`config.mk`:
```
export PLATFORM = sky130hd
export DESIGN_NAME = braille_keypad_packet_decoder_flat
export DESIGN_NICKNAME = d
export VERILOG_FILES = /design/src/rtl/bkd_pkg.sv /design/src/rtl/bkd_if.sv /design/src/rtl/bkd_parser.sv /design/src/rtl/bkd_fifo.sv /design/src/rtl/braille_keypad_packet_decoder.sv /design/src/flat_wrapper.sv
export VERILOG_INCLUDE_DIRS = /design/src /design/src/rtl
export SDC_FILE = /design/constraint.sdc
export NUM_CORES = 1
export LEC_CHECK = 0
export ABC_AREA = 1
export ABC_CLOCK_PERIOD_IN_PS = 4900
export BUFFER_PORTS_ARGS = -buffer_cell sky130_fd_sc_hd__buf_2
export CORE_MARGIN = 4
export CORE_UTILIZATION = 65
export DETAILED_ROUTE_END_ITERATION = 10
export HOLD_SLACK_MARGIN = 0.08
export PLACE_DENSITY = 0.87
export SKIP_LAST_GASP = 1
export SYNTH_ARGS = -nofsm -noshare
export SYNTH_HDL_FRONTEND = slang
export SYNTH_SLANG_ARGS = --single-unit
```
`constraint.sdc`:
```
create_clock -name i_clk -period 4.9 [get_ports i_clk]
set_clock_uncertainty 0.05 [all_clocks]
set_input_delay 0.245 -clock i_clk [delete_from_list [all_inputs] [get_ports i_clk]]
set_output_delay 0.245 -clock i_clk [all_outputs]
set_load 0.05 [all_outputs]
```
`src/rtl/assert_macros.svh`:
```
// Assertion macros shared by the keypad decoder RTL.
// Depends on nothing; files that check their own logic include it.
`ifndef ASSERT_MACROS_SVH
`define ASSERT_MACROS_SVH

`ifndef ASSERT_OFF

// Check a property on the rising clock edge, ignored while reset is held
`define BKD_ASSERT(lbl, clk, rst_n, prop, msg) \
    lbl: assert property (@(posedge clk) disable iff (!rst_n) (prop)) \
        else $error(msg);

// Check that a condition never holds on the rising clock edge
`define BKD_ASSERT_NEVER(lbl, clk, rst_n, cond, msg) \
    lbl: assert property (@(posedge clk) disable iff (!rst_n) !(cond)) \
        else $error(msg);

`else

`define BKD_ASSERT(lbl, clk, rst_n, prop, msg)
`define BKD_ASSERT_NEVER(lbl, clk, rst_n, cond, msg)

`endif

`endif

```
`src/rtl/bkd_pkg.sv`:
```
// Types and codes for the braille keypad packet decoder.
// No dependencies; used by the interfaces and every module.
package bkd_pkg;

    // Input operation codes
    typedef enum logic [1:0] {
        OP_RX_BYTE    = 2'd0,
        OP_POP        = 2'd1,
        OP_FRAME_SENT = 2'd2,
        OP_TIMEOUT    = 2'd3
    } t_opcode;

    // Result event codes
    typedef enum logic [2:0] {
        EV_NOTHING  = 3'd0,
        EV_ACK      = 3'd1,
        EV_QUEUED   = 3'd2,
        EV_OVERFLOW = 3'd3,
        EV_POPPED   = 3'd4,
        EV_EMPTY    = 3'd5
    } t_event;

    // Key kinds
    typedef enum logic [2:0] {
        KIND_NONE   = 3'd0,
        KIND_DOT    = 3'd1,
        KIND_CHORD  = 3'd2,
        KIND_CMD    = 3'd3,
        KIND_CURSOR = 3'd4
    } t_kind;

    localparam int CODE_W = 7;
    localparam int DOTS_W = 8;

    // Command codes carried in the key code field
    localparam logic [CODE_W-1:0] CMD_BACK    = 7'd0;
    localparam logic [CODE_W-1:0] CMD_ESCAPE  = 7'd1;
    localparam logic [CODE_W-1:0] CMD_RETURN  = 7'd2;
    localparam logic [CODE_W-1:0] CMD_FORWARD = 7'd3;

    // One queued key
    typedef struct packed {
        t_kind               kind;
        logic [CODE_W-1:0]   code;
        logic [DOTS_W-1:0]   dots;
    } t_key;

    // What the parser asks of the rest of the block for one transfer
    typedef struct packed {
        logic have_key;
        logic ack_seen;
        logic pop_req;
        t_key key;
    } t_parse_req;

endpackage

```
`src/rtl/bkd_if.sv`:
```
// Valid/ready channel interfaces for the keypad decoder.
// Depends on bkd_pkg for the payload types.
interface bkd_in_if;
    logic              valid;
    logic              ready;
    bkd_pkg::t_opcode  opcode;
    logic [7:0]        rx_byte;

    modport source (output valid, output opcode, output rx_byte, input ready);
    modport sink   (input valid, input opcode, input rx_byte, output ready);
endinterface

interface bkd_out_if #(
    parameter int QUEUE_DEPTH = 16
);
    localparam int CNT_W = $clog2(QUEUE_DEPTH + 1);

    logic                         valid;
    logic                         ready;
    bkd_pkg::t_event              event_res;
    bkd_pkg::t_kind               key_kind;
    logic [bkd_pkg::CODE_W-1:0]   key_code;
    logic [bkd_pkg::DOTS_W-1:0]   dot_pattern;
    logic [CNT_W-1:0]             queue_count;

    modport source (output valid, output event_res, output key_kind, output key_code,
                    output dot_pattern, output queue_count, input ready);
    modport sink   (input valid, input event_res, input key_kind, input key_code,
                    input dot_pattern, input queue_count, output ready);
endinterface

```
`src/rtl/bkd_parser.sv`:
```
// Byte stream parser and key decoder for the keypad decoder.
// Depends on bkd_pkg; holds the packet phase, held byte and acknowledge flag.
module bkd_parser (
    input  logic                         i_clk,
    input  logic                         i_rst_n,
    input  logic                         i_accept,
    input  bkd_pkg::t_opcode             i_opcode,
    input  logic [7:0]                   i_rx_byte,
    input  logic [bkd_pkg::CODE_W-1:0]   i_display_width,
    output bkd_pkg::t_parse_req          o_req
);
    import bkd_pkg::*;

    // Packet phase, one-hot
    typedef enum logic [2:0] {
        PH_IDLE = 3'b001,
        PH_LEAD = 3'b010,
        PH_DATA = 3'b100
    } t_phase;

    localparam logic [7:0] BYTE_ACK      = 8'h05;
    localparam logic [7:0] BYTE_PREFIX   = 8'h00;
    localparam logic [7:0] BYTE_ADVANCE  = 8'h80;
    localparam logic [7:0] BYTE_BACK     = 8'h83;
    localparam logic [7:0] EXT_BACK      = 8'h88;
    localparam logic [7:0] EXT_ESCAPE    = 8'h84;
    localparam logic [7:0] EXT_RETURN    = 8'h82;
    localparam logic [7:0] EXT_FORWARD   = 8'h81;
    localparam logic [CODE_W-1:0] BASIC_MODEL_WIDTH = 7'd18;

    t_phase     r_phase, n_phase;
    logic [7:0] r_held, n_held;
    logic       r_ack, n_ack;

    function automatic t_key make_key(t_kind kind, logic [CODE_W-1:0] code,
                                      logic [DOTS_W-1:0] dots);
        t_key k;
        k.kind = kind;
        k.code = code;
        k.dots = dots;
        return k;
    endfunction

    // Single-byte key
    function automatic t_key decode_basic(logic [7:0] b);
        t_key k;
        if (b[7]) begin
            if (b == BYTE_ADVANCE) begin
                k = make_key(KIND_CMD, CMD_FORWARD, '0);
            end else if (b == BYTE_BACK) begin
                k = make_key(KIND_CMD, CMD_BACK, '0);
            end else begin
                k = make_key(KIND_NONE, '0, '0);
            end
        end else begin
            k = make_key(b[6] ? KIND_CHORD : KIND_DOT, '0, {2'b00, b[5:0]});
        end
        return k;
    endfunction

    // Two data bytes of an extended packet
    function automatic t_key decode_ext(logic [7:0] b0, logic [7:0] b1,
                                        logic [CODE_W-1:0] width);
        t_key k;
        if (b0 != 8'h00) begin
            k = make_key(b1[6] ? KIND_CHORD : KIND_DOT, '0, b0);
        end else if (b1[7]) begin
            case (b1)
                EXT_BACK:    k = make_key(KIND_CMD, CMD_BACK, '0);
                EXT_ESCAPE:  k = make_key(KIND_CMD, CMD_ESCAPE, '0);
                EXT_RETURN:  k = make_key(KIND_CMD, CMD_RETURN, '0);
                EXT_FORWARD: k = make_key(KIND_CMD, CMD_FORWARD, '0);
                default:     k = make_key(KIND_NONE, '0, '0);
            endcase
        end else if (b1[6:0] != '0 && b1[6:0] <= width) begin
            k = make_key(KIND_CURSOR, b1[6:0] - 7'd1, '0);
        end else begin
            k = make_key(KIND_NONE, '0, '0);
        end
        return k;
    endfunction

    // Decode the offered item against the current phase
    always_comb begin
        n_phase = r_phase;
        n_held  = r_held;
        n_ack   = r_ack;
        o_req   = '0;
        case (i_opcode)
            OP_RX_BYTE: begin
                case (r_phase)
                    PH_LEAD: begin
                        n_held  = i_rx_byte;
                        n_phase = PH_DATA;
                    end
                    PH_DATA: begin
                        o_req.have_key = 1'b1;
                        o_req.key      = decode_ext(r_held, i_rx_byte, i_display_width);
                        n_phase        = PH_IDLE;
                    end
                    default: begin
                        n_phase = PH_IDLE;
                        if (r_ack && i_rx_byte == BYTE_ACK) begin
                            n_ack          = 1'b0;
                            o_req.ack_seen = 1'b1;
                        end else if (i_rx_byte == BYTE_PREFIX) begin
                            n_phase = PH_LEAD;
                        end else if (i_rx_byte == BYTE_ADVANCE &&
                                     i_display_width != BASIC_MODEL_WIDTH) begin
                            o_req.have_key = 1'b1;
                            o_req.key      = make_key(KIND_NONE, '0, '0);
                        end else begin
                            o_req.have_key = 1'b1;
                            o_req.key      = decode_basic(i_rx_byte);
                        end
                    end
                endcase
            end
            OP_POP:        o_req.pop_req = 1'b1;
            OP_FRAME_SENT: n_ack = 1'b1;
            OP_TIMEOUT:    n_phase = PH_IDLE;
            default: ;
        endcase
    end

    // Advance parser state on each input transfer
    always_ff @(posedge i_clk) begin
        if (!i_rst_n) begin
            r_phase <= PH_IDLE;
            r_held  <= 8'h00;
            r_ack   <= 1'b0;
        end else if (i_accept) begin
            r_phase <= n_phase;
            r_held  <= n_held;
            r_ack   <= n_ack;
        end
    end

endmodule

```
`src/rtl/bkd_fifo.sv`:
```
// Key queue for the keypad decoder: one write port, one registered read port.
// Depends on bkd_pkg for the key type and on assert_macros.svh.
`include "assert_macros.svh"

module bkd_fifo #(
    parameter int QUEUE_DEPTH = 16,
    parameter int CNT_W       = $clog2(QUEUE_DEPTH + 1)
) (
    input  logic                 i_clk,
    input  logic                 i_rst_n,
    input  logic                 i_push,
    input  logic                 i_pop,
    input  bkd_pkg::t_key        i_wr_key,
    output logic                 o_full,
    output logic                 o_empty,
    output logic [CNT_W-1:0]     o_count_next,
    output bkd_pkg::t_key        o_rd_key
);
    import bkd_pkg::*;

    localparam int PTR_W = (QUEUE_DEPTH > 1) ? $clog2(QUEUE_DEPTH) : 1;
    localparam logic [PTR_W-1:0] LAST_PTR = PTR_W'(QUEUE_DEPTH - 1);

    t_key             mem [QUEUE_DEPTH];
    t_key             r_rd_key;
    logic [PTR_W-1:0] r_head, n_head;
    logic [PTR_W-1:0] r_tail, n_tail;
    logic [CNT_W-1:0] r_count, n_count;

    assign o_full       = (r_count == CNT_W'(QUEUE_DEPTH));
    assign o_empty      = (r_count == '0);
    assign o_count_next = n_count;
    assign o_rd_key     = r_rd_key;

    // Advance pointers with wrap at the queue depth
    always_comb begin
        n_head  = r_head;
        n_tail  = r_tail;
        n_count = r_count;
        if (i_push) begin
            n_tail  = (r_tail == LAST_PTR) ? '0 : r_tail + PTR_W'(1);
            n_count = r_count + CNT_W'(1);
        end
        if (i_pop) begin
            n_head  = (r_head == LAST_PTR) ? '0 : r_head + PTR_W'(1);
            n_count = r_count - CNT_W'(1);
        end
    end

    always_ff @(posedge i_clk) begin
        if (!i_rst_n) begin
            r_head  <= '0;
            r_tail  <= '0;
            r_count <= '0;
        end else begin
            r_head  <= n_head;
            r_tail  <= n_tail;
            r_count <= n_count;
        end
    end

    // Write at the tail, read the head into the data register
    always_ff @(posedge i_clk) begin
        if (i_push) begin
            mem[r_tail] <= i_wr_key;
        end
        if (i_pop) begin
            r_rd_key <= mem[r_head];
        end
    end

    `BKD_ASSERT_NEVER(a_count_range, i_clk, i_rst_n, (r_count > CNT_W'(QUEUE_DEPTH)), "queue count beyond depth")
    `BKD_ASSERT(a_pop_drops_count, i_clk, i_rst_n, (i_pop |=> (r_count == $past(r_count) - CNT_W'(1))), "pop did not reduce count")
    `BKD_ASSERT(a_empty_ptrs, i_clk, i_rst_n, ((r_count == '0) |-> (r_head == r_tail)), "empty queue with split pointers")

endmodule

```
`src/rtl/braille_keypad_packet_decoder.sv`:
```
// Braille keypad packet decoder, top level.
// Each result is registered in the result stage and then in the output register.
// Throughput: one item per cycle unless stalled; the parser and key queue each take one step.
// A one-entry result stage ahead of the output register takes one more item during a stall.
// Reset: synchronous, active low; queue empties at once, no clearing pass.
`include "assert_macros.svh"

module braille_keypad_packet_decoder #(
    parameter int QUEUE_DEPTH = 16
) (
    input  logic                        i_clk,
    input  logic                        i_rst_n,
    input  logic                        i_cfg_we,
    input  logic [bkd_pkg::CODE_W-1:0]  i_cfg_wdata,
    bkd_in_if.sink                      i_in,
    bkd_out_if.source                   o_out
);
    import bkd_pkg::*;

    localparam int CNT_W = $clog2(QUEUE_DEPTH + 1);
    localparam logic [CODE_W-1:0] WIDTH_RESET = 7'd40;

    logic [CODE_W-1:0] r_display_width;

    t_parse_req        req;
    logic              in_accept;
    logic              push_ok, pop_ok;
    logic              q_full, q_empty;
    logic [CNT_W-1:0]  q_count_next;
    t_key              q_rd_key;

    t_event            n_ev;
    t_key              n_key;
    logic              n_sel_mem;

    // Result stage
    logic              r_s1_valid;
    t_event            r_s1_ev;
    t_key              r_s1_key;
    logic              r_s1_sel_mem;
    logic [CNT_W-1:0]  r_s1_count;
    t_key              s1_key;
    logic              s1_move;

    // Output register
    logic              r_o_valid;
    t_event            r_o_ev;
    t_key              r_o_key;
    logic [CNT_W-1:0]  r_o_count;

    // Configuration register
    always_ff @(posedge i_clk) begin
        if (!i_rst_n) begin
            r_display_width <= WIDTH_RESET;
        end else if (i_cfg_we) begin
            r_display_width <= i_cfg_wdata;
        end
    end

    // Handshake: result stage moves on when the output register is free or draining
    assign s1_move     = r_s1_valid && (!r_o_valid || o_out.ready);
    assign i_in.ready  = !r_s1_valid || s1_move;
    assign in_accept   = i_in.valid && i_in.ready;

    bkd_parser u_parser (
        .i_clk           (i_clk),
        .i_rst_n         (i_rst_n),
        .i_accept        (in_accept),
        .i_opcode        (i_in.opcode),
        .i_rx_byte       (i_in.rx_byte),
        .i_display_width (r_display_width),
        .o_req           (req)
    );

    assign push_ok = in_accept && req.have_key && !q_full;
    assign pop_ok  = in_accept && req.pop_req && !q_empty;

    bkd_fifo #(
        .QUEUE_DEPTH (QUEUE_DEPTH),
        .CNT_W       (CNT_W)
    ) u_fifo (
        .i_clk        (i_clk),
        .i_rst_n      (i_rst_n),
        .i_push       (push_ok),
        .i_pop        (pop_ok),
        .i_wr_key     (req.key),
        .o_full       (q_full),
        .o_empty      (q_empty),
        .o_count_next (q_count_next),
        .o_rd_key     (q_rd_key)
    );

    // Form the event for this transfer
    always_comb begin
        n_ev      = EV_NOTHING;
        n_key     = '0;
        n_sel_mem = 1'b0;
        if (req.ack_seen) begin
            n_ev = EV_ACK;
        end
        if (req.have_key) begin
            n_ev  = q_full ? EV_OVERFLOW : EV_QUEUED;
            n_key = req.key;
        end
        if (req.pop_req) begin
            n_ev      = q_empty ? EV_EMPTY : EV_POPPED;
            n_sel_mem = !q_empty;
        end
    end

    // Result stage: hold until the output register takes it
    always_ff @(posedge i_clk) begin
        if (!i_rst_n) begin
            r_s1_valid <= 1'b0;
        end else if (in_accept) begin
            r_s1_valid <= 1'b1;
        end else if (s1_move) begin
            r_s1_valid <= 1'b0;
        end
    end

    always_ff @(posedge i_clk) begin
        if (in_accept) begin
            r_s1_ev      <= n_ev;
            r_s1_key     <= n_key;
            r_s1_sel_mem <= n_sel_mem;
            r_s1_count   <= q_count_next;
        end
    end

    // Popped keys come from the queue read register
    assign s1_key = r_s1_sel_mem ? q_rd_key : r_s1_key;

    // Output register
    always_ff @(posedge i_clk) begin
        if (!i_rst_n) begin
            r_o_valid <= 1'b0;
        end else if (s1_move) begin
            r_o_valid <= 1'b1;
        end else if (o_out.ready) begin
            r_o_valid <= 1'b0;
        end
    end

    always_ff @(posedge i_clk) begin
        if (s1_move) begin
            r_o_ev    <= r_s1_ev;
            r_o_key   <= s1_key;
            r_o_count <= r_s1_count;
        end
    end

    assign o_out.valid       = r_o_valid;
    assign o_out.event_res   = r_o_ev;
    assign o_out.key_kind    = r_o_key.kind;
    assign o_out.key_code    = r_o_key.code;
    assign o_out.dot_pattern = r_o_key.dots;
    assign o_out.queue_count = r_o_count;

    `BKD_ASSERT(a_accept_lands, i_clk, i_rst_n, (in_accept |=> r_s1_valid), "accepted item lost before result stage")
    `BKD_ASSERT(a_stall_holds, i_clk, i_rst_n, ((r_s1_valid && !s1_move) |=> (r_s1_valid && $stable(r_s1_ev))), "stalled result stage changed")
    `BKD_ASSERT(a_out_holds, i_clk, i_rst_n, ((r_o_valid && !o_out.ready) |=> (r_o_valid && $stable(r_o_ev))), "stalled output changed")

endmodule

```
`src/flat_wrapper.sv`:
```
// flat-port wrapper written by rule: the top's interface ports become plain ports
module braille_keypad_packet_decoder_flat import bkd_pkg::*;
#(
    parameter int QUEUE_DEPTH = 16
)
  (i_clk, i_rst_n, i_cfg_we, i_cfg_wdata, i_in_valid, i_in_opcode, i_in_rx_byte, i_in_ready, o_out_valid, o_out_event_res, o_out_key_kind, o_out_key_code, o_out_dot_pattern, o_out_queue_count, o_out_ready);
  bkd_in_if i_in_i ();
  bkd_out_if #(.QUEUE_DEPTH(QUEUE_DEPTH)) o_out_i ();
  input  logic i_clk;
  input  logic i_rst_n;
  input  logic i_cfg_we;
  input  logic [bkd_pkg::CODE_W-1:0] i_cfg_wdata;
  input wire logic [$bits(i_in_i.valid)-1:0] i_in_valid;
  input wire logic [$bits(i_in_i.opcode)-1:0] i_in_opcode;
  input wire logic [$bits(i_in_i.rx_byte)-1:0] i_in_rx_byte;
  output wire logic [$bits(i_in_i.ready)-1:0] i_in_ready;
  output wire logic [$bits(o_out_i.valid)-1:0] o_out_valid;
  output wire logic [$bits(o_out_i.event_res)-1:0] o_out_event_res;
  output wire logic [$bits(o_out_i.key_kind)-1:0] o_out_key_kind;
  output wire logic [$bits(o_out_i.key_code)-1:0] o_out_key_code;
  output wire logic [$bits(o_out_i.dot_pattern)-1:0] o_out_dot_pattern;
  output wire logic [$bits(o_out_i.queue_count)-1:0] o_out_queue_count;
  input wire logic [$bits(o_out_i.ready)-1:0] o_out_ready;
  assign i_in_i.valid = i_in_valid;
  assign i_in_i.opcode = i_in_opcode;
  assign i_in_i.rx_byte = i_in_rx_byte;
  assign i_in_ready = i_in_i.ready;
  assign o_out_valid = o_out_i.valid;
  assign o_out_event_res = o_out_i.event_res;
  assign o_out_key_kind = o_out_i.key_kind;
  assign o_out_key_code = o_out_i.key_code;
  assign o_out_dot_pattern = o_out_i.dot_pattern;
  assign o_out_queue_count = o_out_i.queue_count;
  assign o_out_i.ready = o_out_ready;
  braille_keypad_packet_decoder #(.QUEUE_DEPTH(QUEUE_DEPTH)) u_core (.i_clk(i_clk), .i_rst_n(i_rst_n), .i_cfg_we(i_cfg_we), .i_cfg_wdata(i_cfg_wdata), .i_in(i_in_i), .o_out(o_out_i));
endmodule
```
==> flow_summary_export.csv <==
group,metric,value,unit
run_status,run_status,"completed",
synth,synth_nets,1302,
power_and_ir_drop,leakagePower,6.26,nW
global_routing,grt_pass1_vias,10500,
timing,hold_violations,0,
worst_setup_path,cp.depth,11,
power_and_ir_drop,peakVddDrop,287,uV
worst_setup_path,r2r_setup_slack,1670,ps
finish,instances_no_fill,1676,
worst_setup_path,rr_endpoint,"u_core.u_fifo.mem[8][11]",
routing,drt_first_pass_iters,6,
worst_setup_path,path_class,"in -> reg",
worst_setup_path,reg2reg_from,"u_core.r_display_width[5]",
floorplan,rows,57,
floorplan,pin_count,50,
timing,finalCritPeriodShare,0.666,
worst_setup_path,crit_path_cell_trace,"dlygate4sd3_1, buf_2, ha_1, nand2_1, inv_1, a21oi_1, nand2_1, nand2_1, nand3_1, nand3b_1, nor2_1",
power_and_ir_drop,seqPwrFrac,0.535,
clock_network,htreeDepth,2,
placement,portBuffers,49,
timing,setup-tns-final,0,ps
worst_setup_path,cpLargestDelayFamily,"simple AND/OR/NAND/NOR gates",
routing,ant_nets,0,
routing,wl_per_cell,23.6,um
routing,drt-vias-per-instance,6.48,
finish,drive_gt1_frac,0.149,
floorplan,dieHeight,166,um
finish,syn2layout_area_growth,12.5,%
timing,slew_violations,0,
floorplan,dieArea,0.0275,sq mm
worst_hold_path,hp-class,"in -> reg",
placement,place_ws,1550,ps
worst_setup_path,crit_buf_inv,3,
worst_setup_path,cp_max_fo,16,
power_and_ir_drop,swShare,0.212,
global_routing,antenna_found_initial,0,
routing,route.detailed.drc,0,
clock_network,cts_sinks,393,
synth,syn_area,0.0162,sq mm
synth,avgSynthCellArea,12.9,sq um
clock_network,cts_resized,0,
timing,setup_ws,1640,ps
routing,routed-via-count,10900,
floorplan,core_area,0.0244,sq mm
finish,nets,1369,
finish,finalInstanceArea,0.0182,sq mm
clock_network,ctsHoldBuffers,20,
clock_network,clk_latency,530,ps
global_routing,grt_pass1_wl,59.7,mm
worst_setup_path,slowest_delay,1040,ps
floorplan,die_w,166,um
timing,fin_crit,3260,ps
global_routing,grt-ovfl-total,0,
worst_setup_path,critPathLaunchType,"input pin",
power_and_ir_drop,clkPwrFrac,0.416,
placement,post-place-cells,1588,
timing,setup_viol,0,
clock_network,clock_path_buffers,3,
power_and_ir_drop,p_per_area,380,mW/mm^2
routing,wl,39.5,mm
flow_run,drv_cap,0,
synth,async_flop_share,0,
timing,max_freq,0.307,GHz
timing,rsz0062_at_grt,"no",
timing,slew_headroom,0.0741,
clock_network,postCtsSetupRepairBufs,0,
worst_setup_path,reg2regPathDepth,10,
synth,ys_ff_latch,393,
synth,netlist_top_cells_area,"edfxtp_1 67%, nor2_1 5.1%, dfxtp_1 4.2%",
clock_network,cts_tree,"built",
synth,ys_seq_area_frac,0.709,
synth,syn_inst,1257,
power_and_ir_drop,power_frac_comb,0.050,
placement,globalplace.congestion,0.959,
floorplan,start_util,0.663,
worst_setup_path,cp-startpoint,"i_in_rx_byte[6]",
worst_setup_path,cp.required,5000,ps
worst_setup_path,cp-endpoint,"u_core.u_fifo.mem[8][11]",
power_and_ir_drop,p_sw,0.00147,W
routing,drt_iter0_markers,1575,
worst_setup_path,crit_top_cell,"nand2_1",
synth,ys_warn_count,0,
global_routing,track_usage,0.280,
synth,synth_ff_type,"edfxtp_1",
worst_setup_path,crit_slowest_cell,"nor2_1",
synth,yosysTopAreaCell,"edfxtp_1",
placement,place_area,0.0168,sq mm
synth,synth_edf_count,359,
placement,hpwl,23.6,mm
timing,tightest_slew,1380,ps
finish,num_antenna_cells,0,
synth,synth.top_cell.area_share,0.667,
finish,final_util,0.746,
clock_network,numCtsBuffers,38,
clock_network,clkTransAtPathRegs,60,ps
power_and_ir_drop,p_int,0.00545,W
worst_setup_path,endpoint_kind,"flop",
global_routing,grt_max_degree,77,
synth,ys_types,40,
clock_network,root_buffer,"clkbuf_16",
worst_setup_path,crit_arrival,3360,ps
[power groups by stage]
stage	logic [W]	registers [W]	clock network [W]
finish	0.000343	0.00370	0.00287
CTS	0.000334	0.00370	0.00288
floorplan	0.000184	0.00380	0
global route	0.000366	0.00370	0.00303
global placement	0.000308	0.00377	0
detailed placement	0.000317	0.00377	0
[cell families (layout without fill, tap and decap cells)]
family          Yosys count  in the layout  synth area share
buf+inv                 126            221            0.0318
simple gates            419            419             0.114
mux                      46             46            0.0299
fa+ha+maj                23             23            0.0178
flops                   393            393             0.709
compound gates          238            238            0.0914
xor+xnor                 12             12           0.00650
[area by class of cell]
class | instances | area, sq um
Multi-Input combinational cell | 738 | 4260
Tap cell | 324 | 405
Clock inverter | 20 | 203
Fill cell | 1406 | 6200
Inverter | 63 | 243
Sequential cell | 393 | 11500
Timing Repair Buffer | 90 | 603
Clock buffer | 48 | 1010
[layer usage]
metal | part of all wire | GRT usage
met4 | 0.056 | 0.146
met2 | 0.47 | 0.438
met3 | 0.11 | 0.0583
met5 | 0 | 0
met1 | 0.36 | 0.378
[sequential cells by signal (all words and copies together) (netlist names), 3 cells and up]
signal                    flops
u_core.u_fifo.mem           288
u_core.r_s1_key              18
u_core.u_fifo.o_rd_key       18
u_core.o_out.dot_pattern      8
u_core.u_parser.r_held        8
u_core.o_out.key_code         7
u_core.r_display_width        7
u_core.o_out.queue_count      5
u_core.r_s1_count             5
u_core.u_fifo.r_count         5
u_core.u_fifo.r_head          4
u_core.u_fifo.r_tail          4
u_core.o_out.event_res        3
u_core.o_out.key_kind         3
u_core.r_s1_ev                3
u_core.u_parser.r_phase       3
[metrics by stage]
step	power, W	hold slack [ps]
2_1_floorplan	0.00398	306
3_3_place_gp	0.00407	352
3_5_place_dp	0.00409	357
4_1_cts	0.00692	83.7
5_1_grt	0.00710	102
6_report	0.00692	91.8
[cell usage in the layout, fill, tap and decap left out, types with 3 or more instances in the layout]
cell,instances
clkinv_1,8
o21ai_0,101
inv_1,52
o221ai_1,20
dfxtp_1,32
buf_4,21
clkbuf_1,9
nand4_1,14
nor3_1,7
nor2_1,203
nand2_4,5
a21oi_2,7
mux2_2,18
clkinv_2,8
bufinv_16,4
nor3_2,3
a21oi_1,40
ha_1,23
nand2_2,9
nor2_2,18
inv_2,6
nand3_1,57
dlygate4sd3_1,20
o211ai_1,17
a22oi_1,6
o22ai_1,8
xor2_1,12
nand2_1,94
mux2i_1,28
o32ai_1,36
clkbuf_16,39
buf_2,49
edfxtp_1,359
[worst min-delay path, cell delays in order]
cell     delay [ps]
buf_2           160
inv_4           140
a21oi_1          80
[worst min path at each step]
| stage | depth (start not counted) | slack, ps | to | start |
|---|---|---|---|---|
| 6_report | 3 | 90 | u_core.u_parser.r_held[7] | i_in_rx_byte[7] |
| 5_1_grt | 3 | 100 | u_core.u_parser.r_held[7] | i_in_rx_byte[7] |
| 4_1_cts | 3 | 80 | u_core.u_parser.r_held[7] | i_in_rx_byte[7] |
| 3_5_place_dp | 0 | 360 | u_core.o_out.queue_count[2] | u_core.r_s1_count[2] |
| 3_3_place_gp | 0 | 350 | u_core.o_out.event_res[0] | u_core.r_s1_ev[0] |
| 2_1_floorplan | 1 | 310 | u_core.r_display_width[3] | i_cfg_we |
[synthesized netlist by cell type, types with 18 or more instances]
| cell | count |
|---|---|
| dfxtp_1 | 34 |
| mux2_2 | 18 |
| nand2_1 | 94 |
| o32ai_1 | 36 |
| nand3_1 | 57 |
| inv_1 | 52 |
| edfxtp_1 | 359 |
| mux2i_1 | 28 |
| a21oi_1 | 45 |
| nor2_1 | 219 |
| o21ai_0 | 101 |
| o221ai_1 | 20 |
| clkbuf_1 | 38 |
| ha_1 | 23 |
No activity file was read; power rests on OpenSTA's default activity.
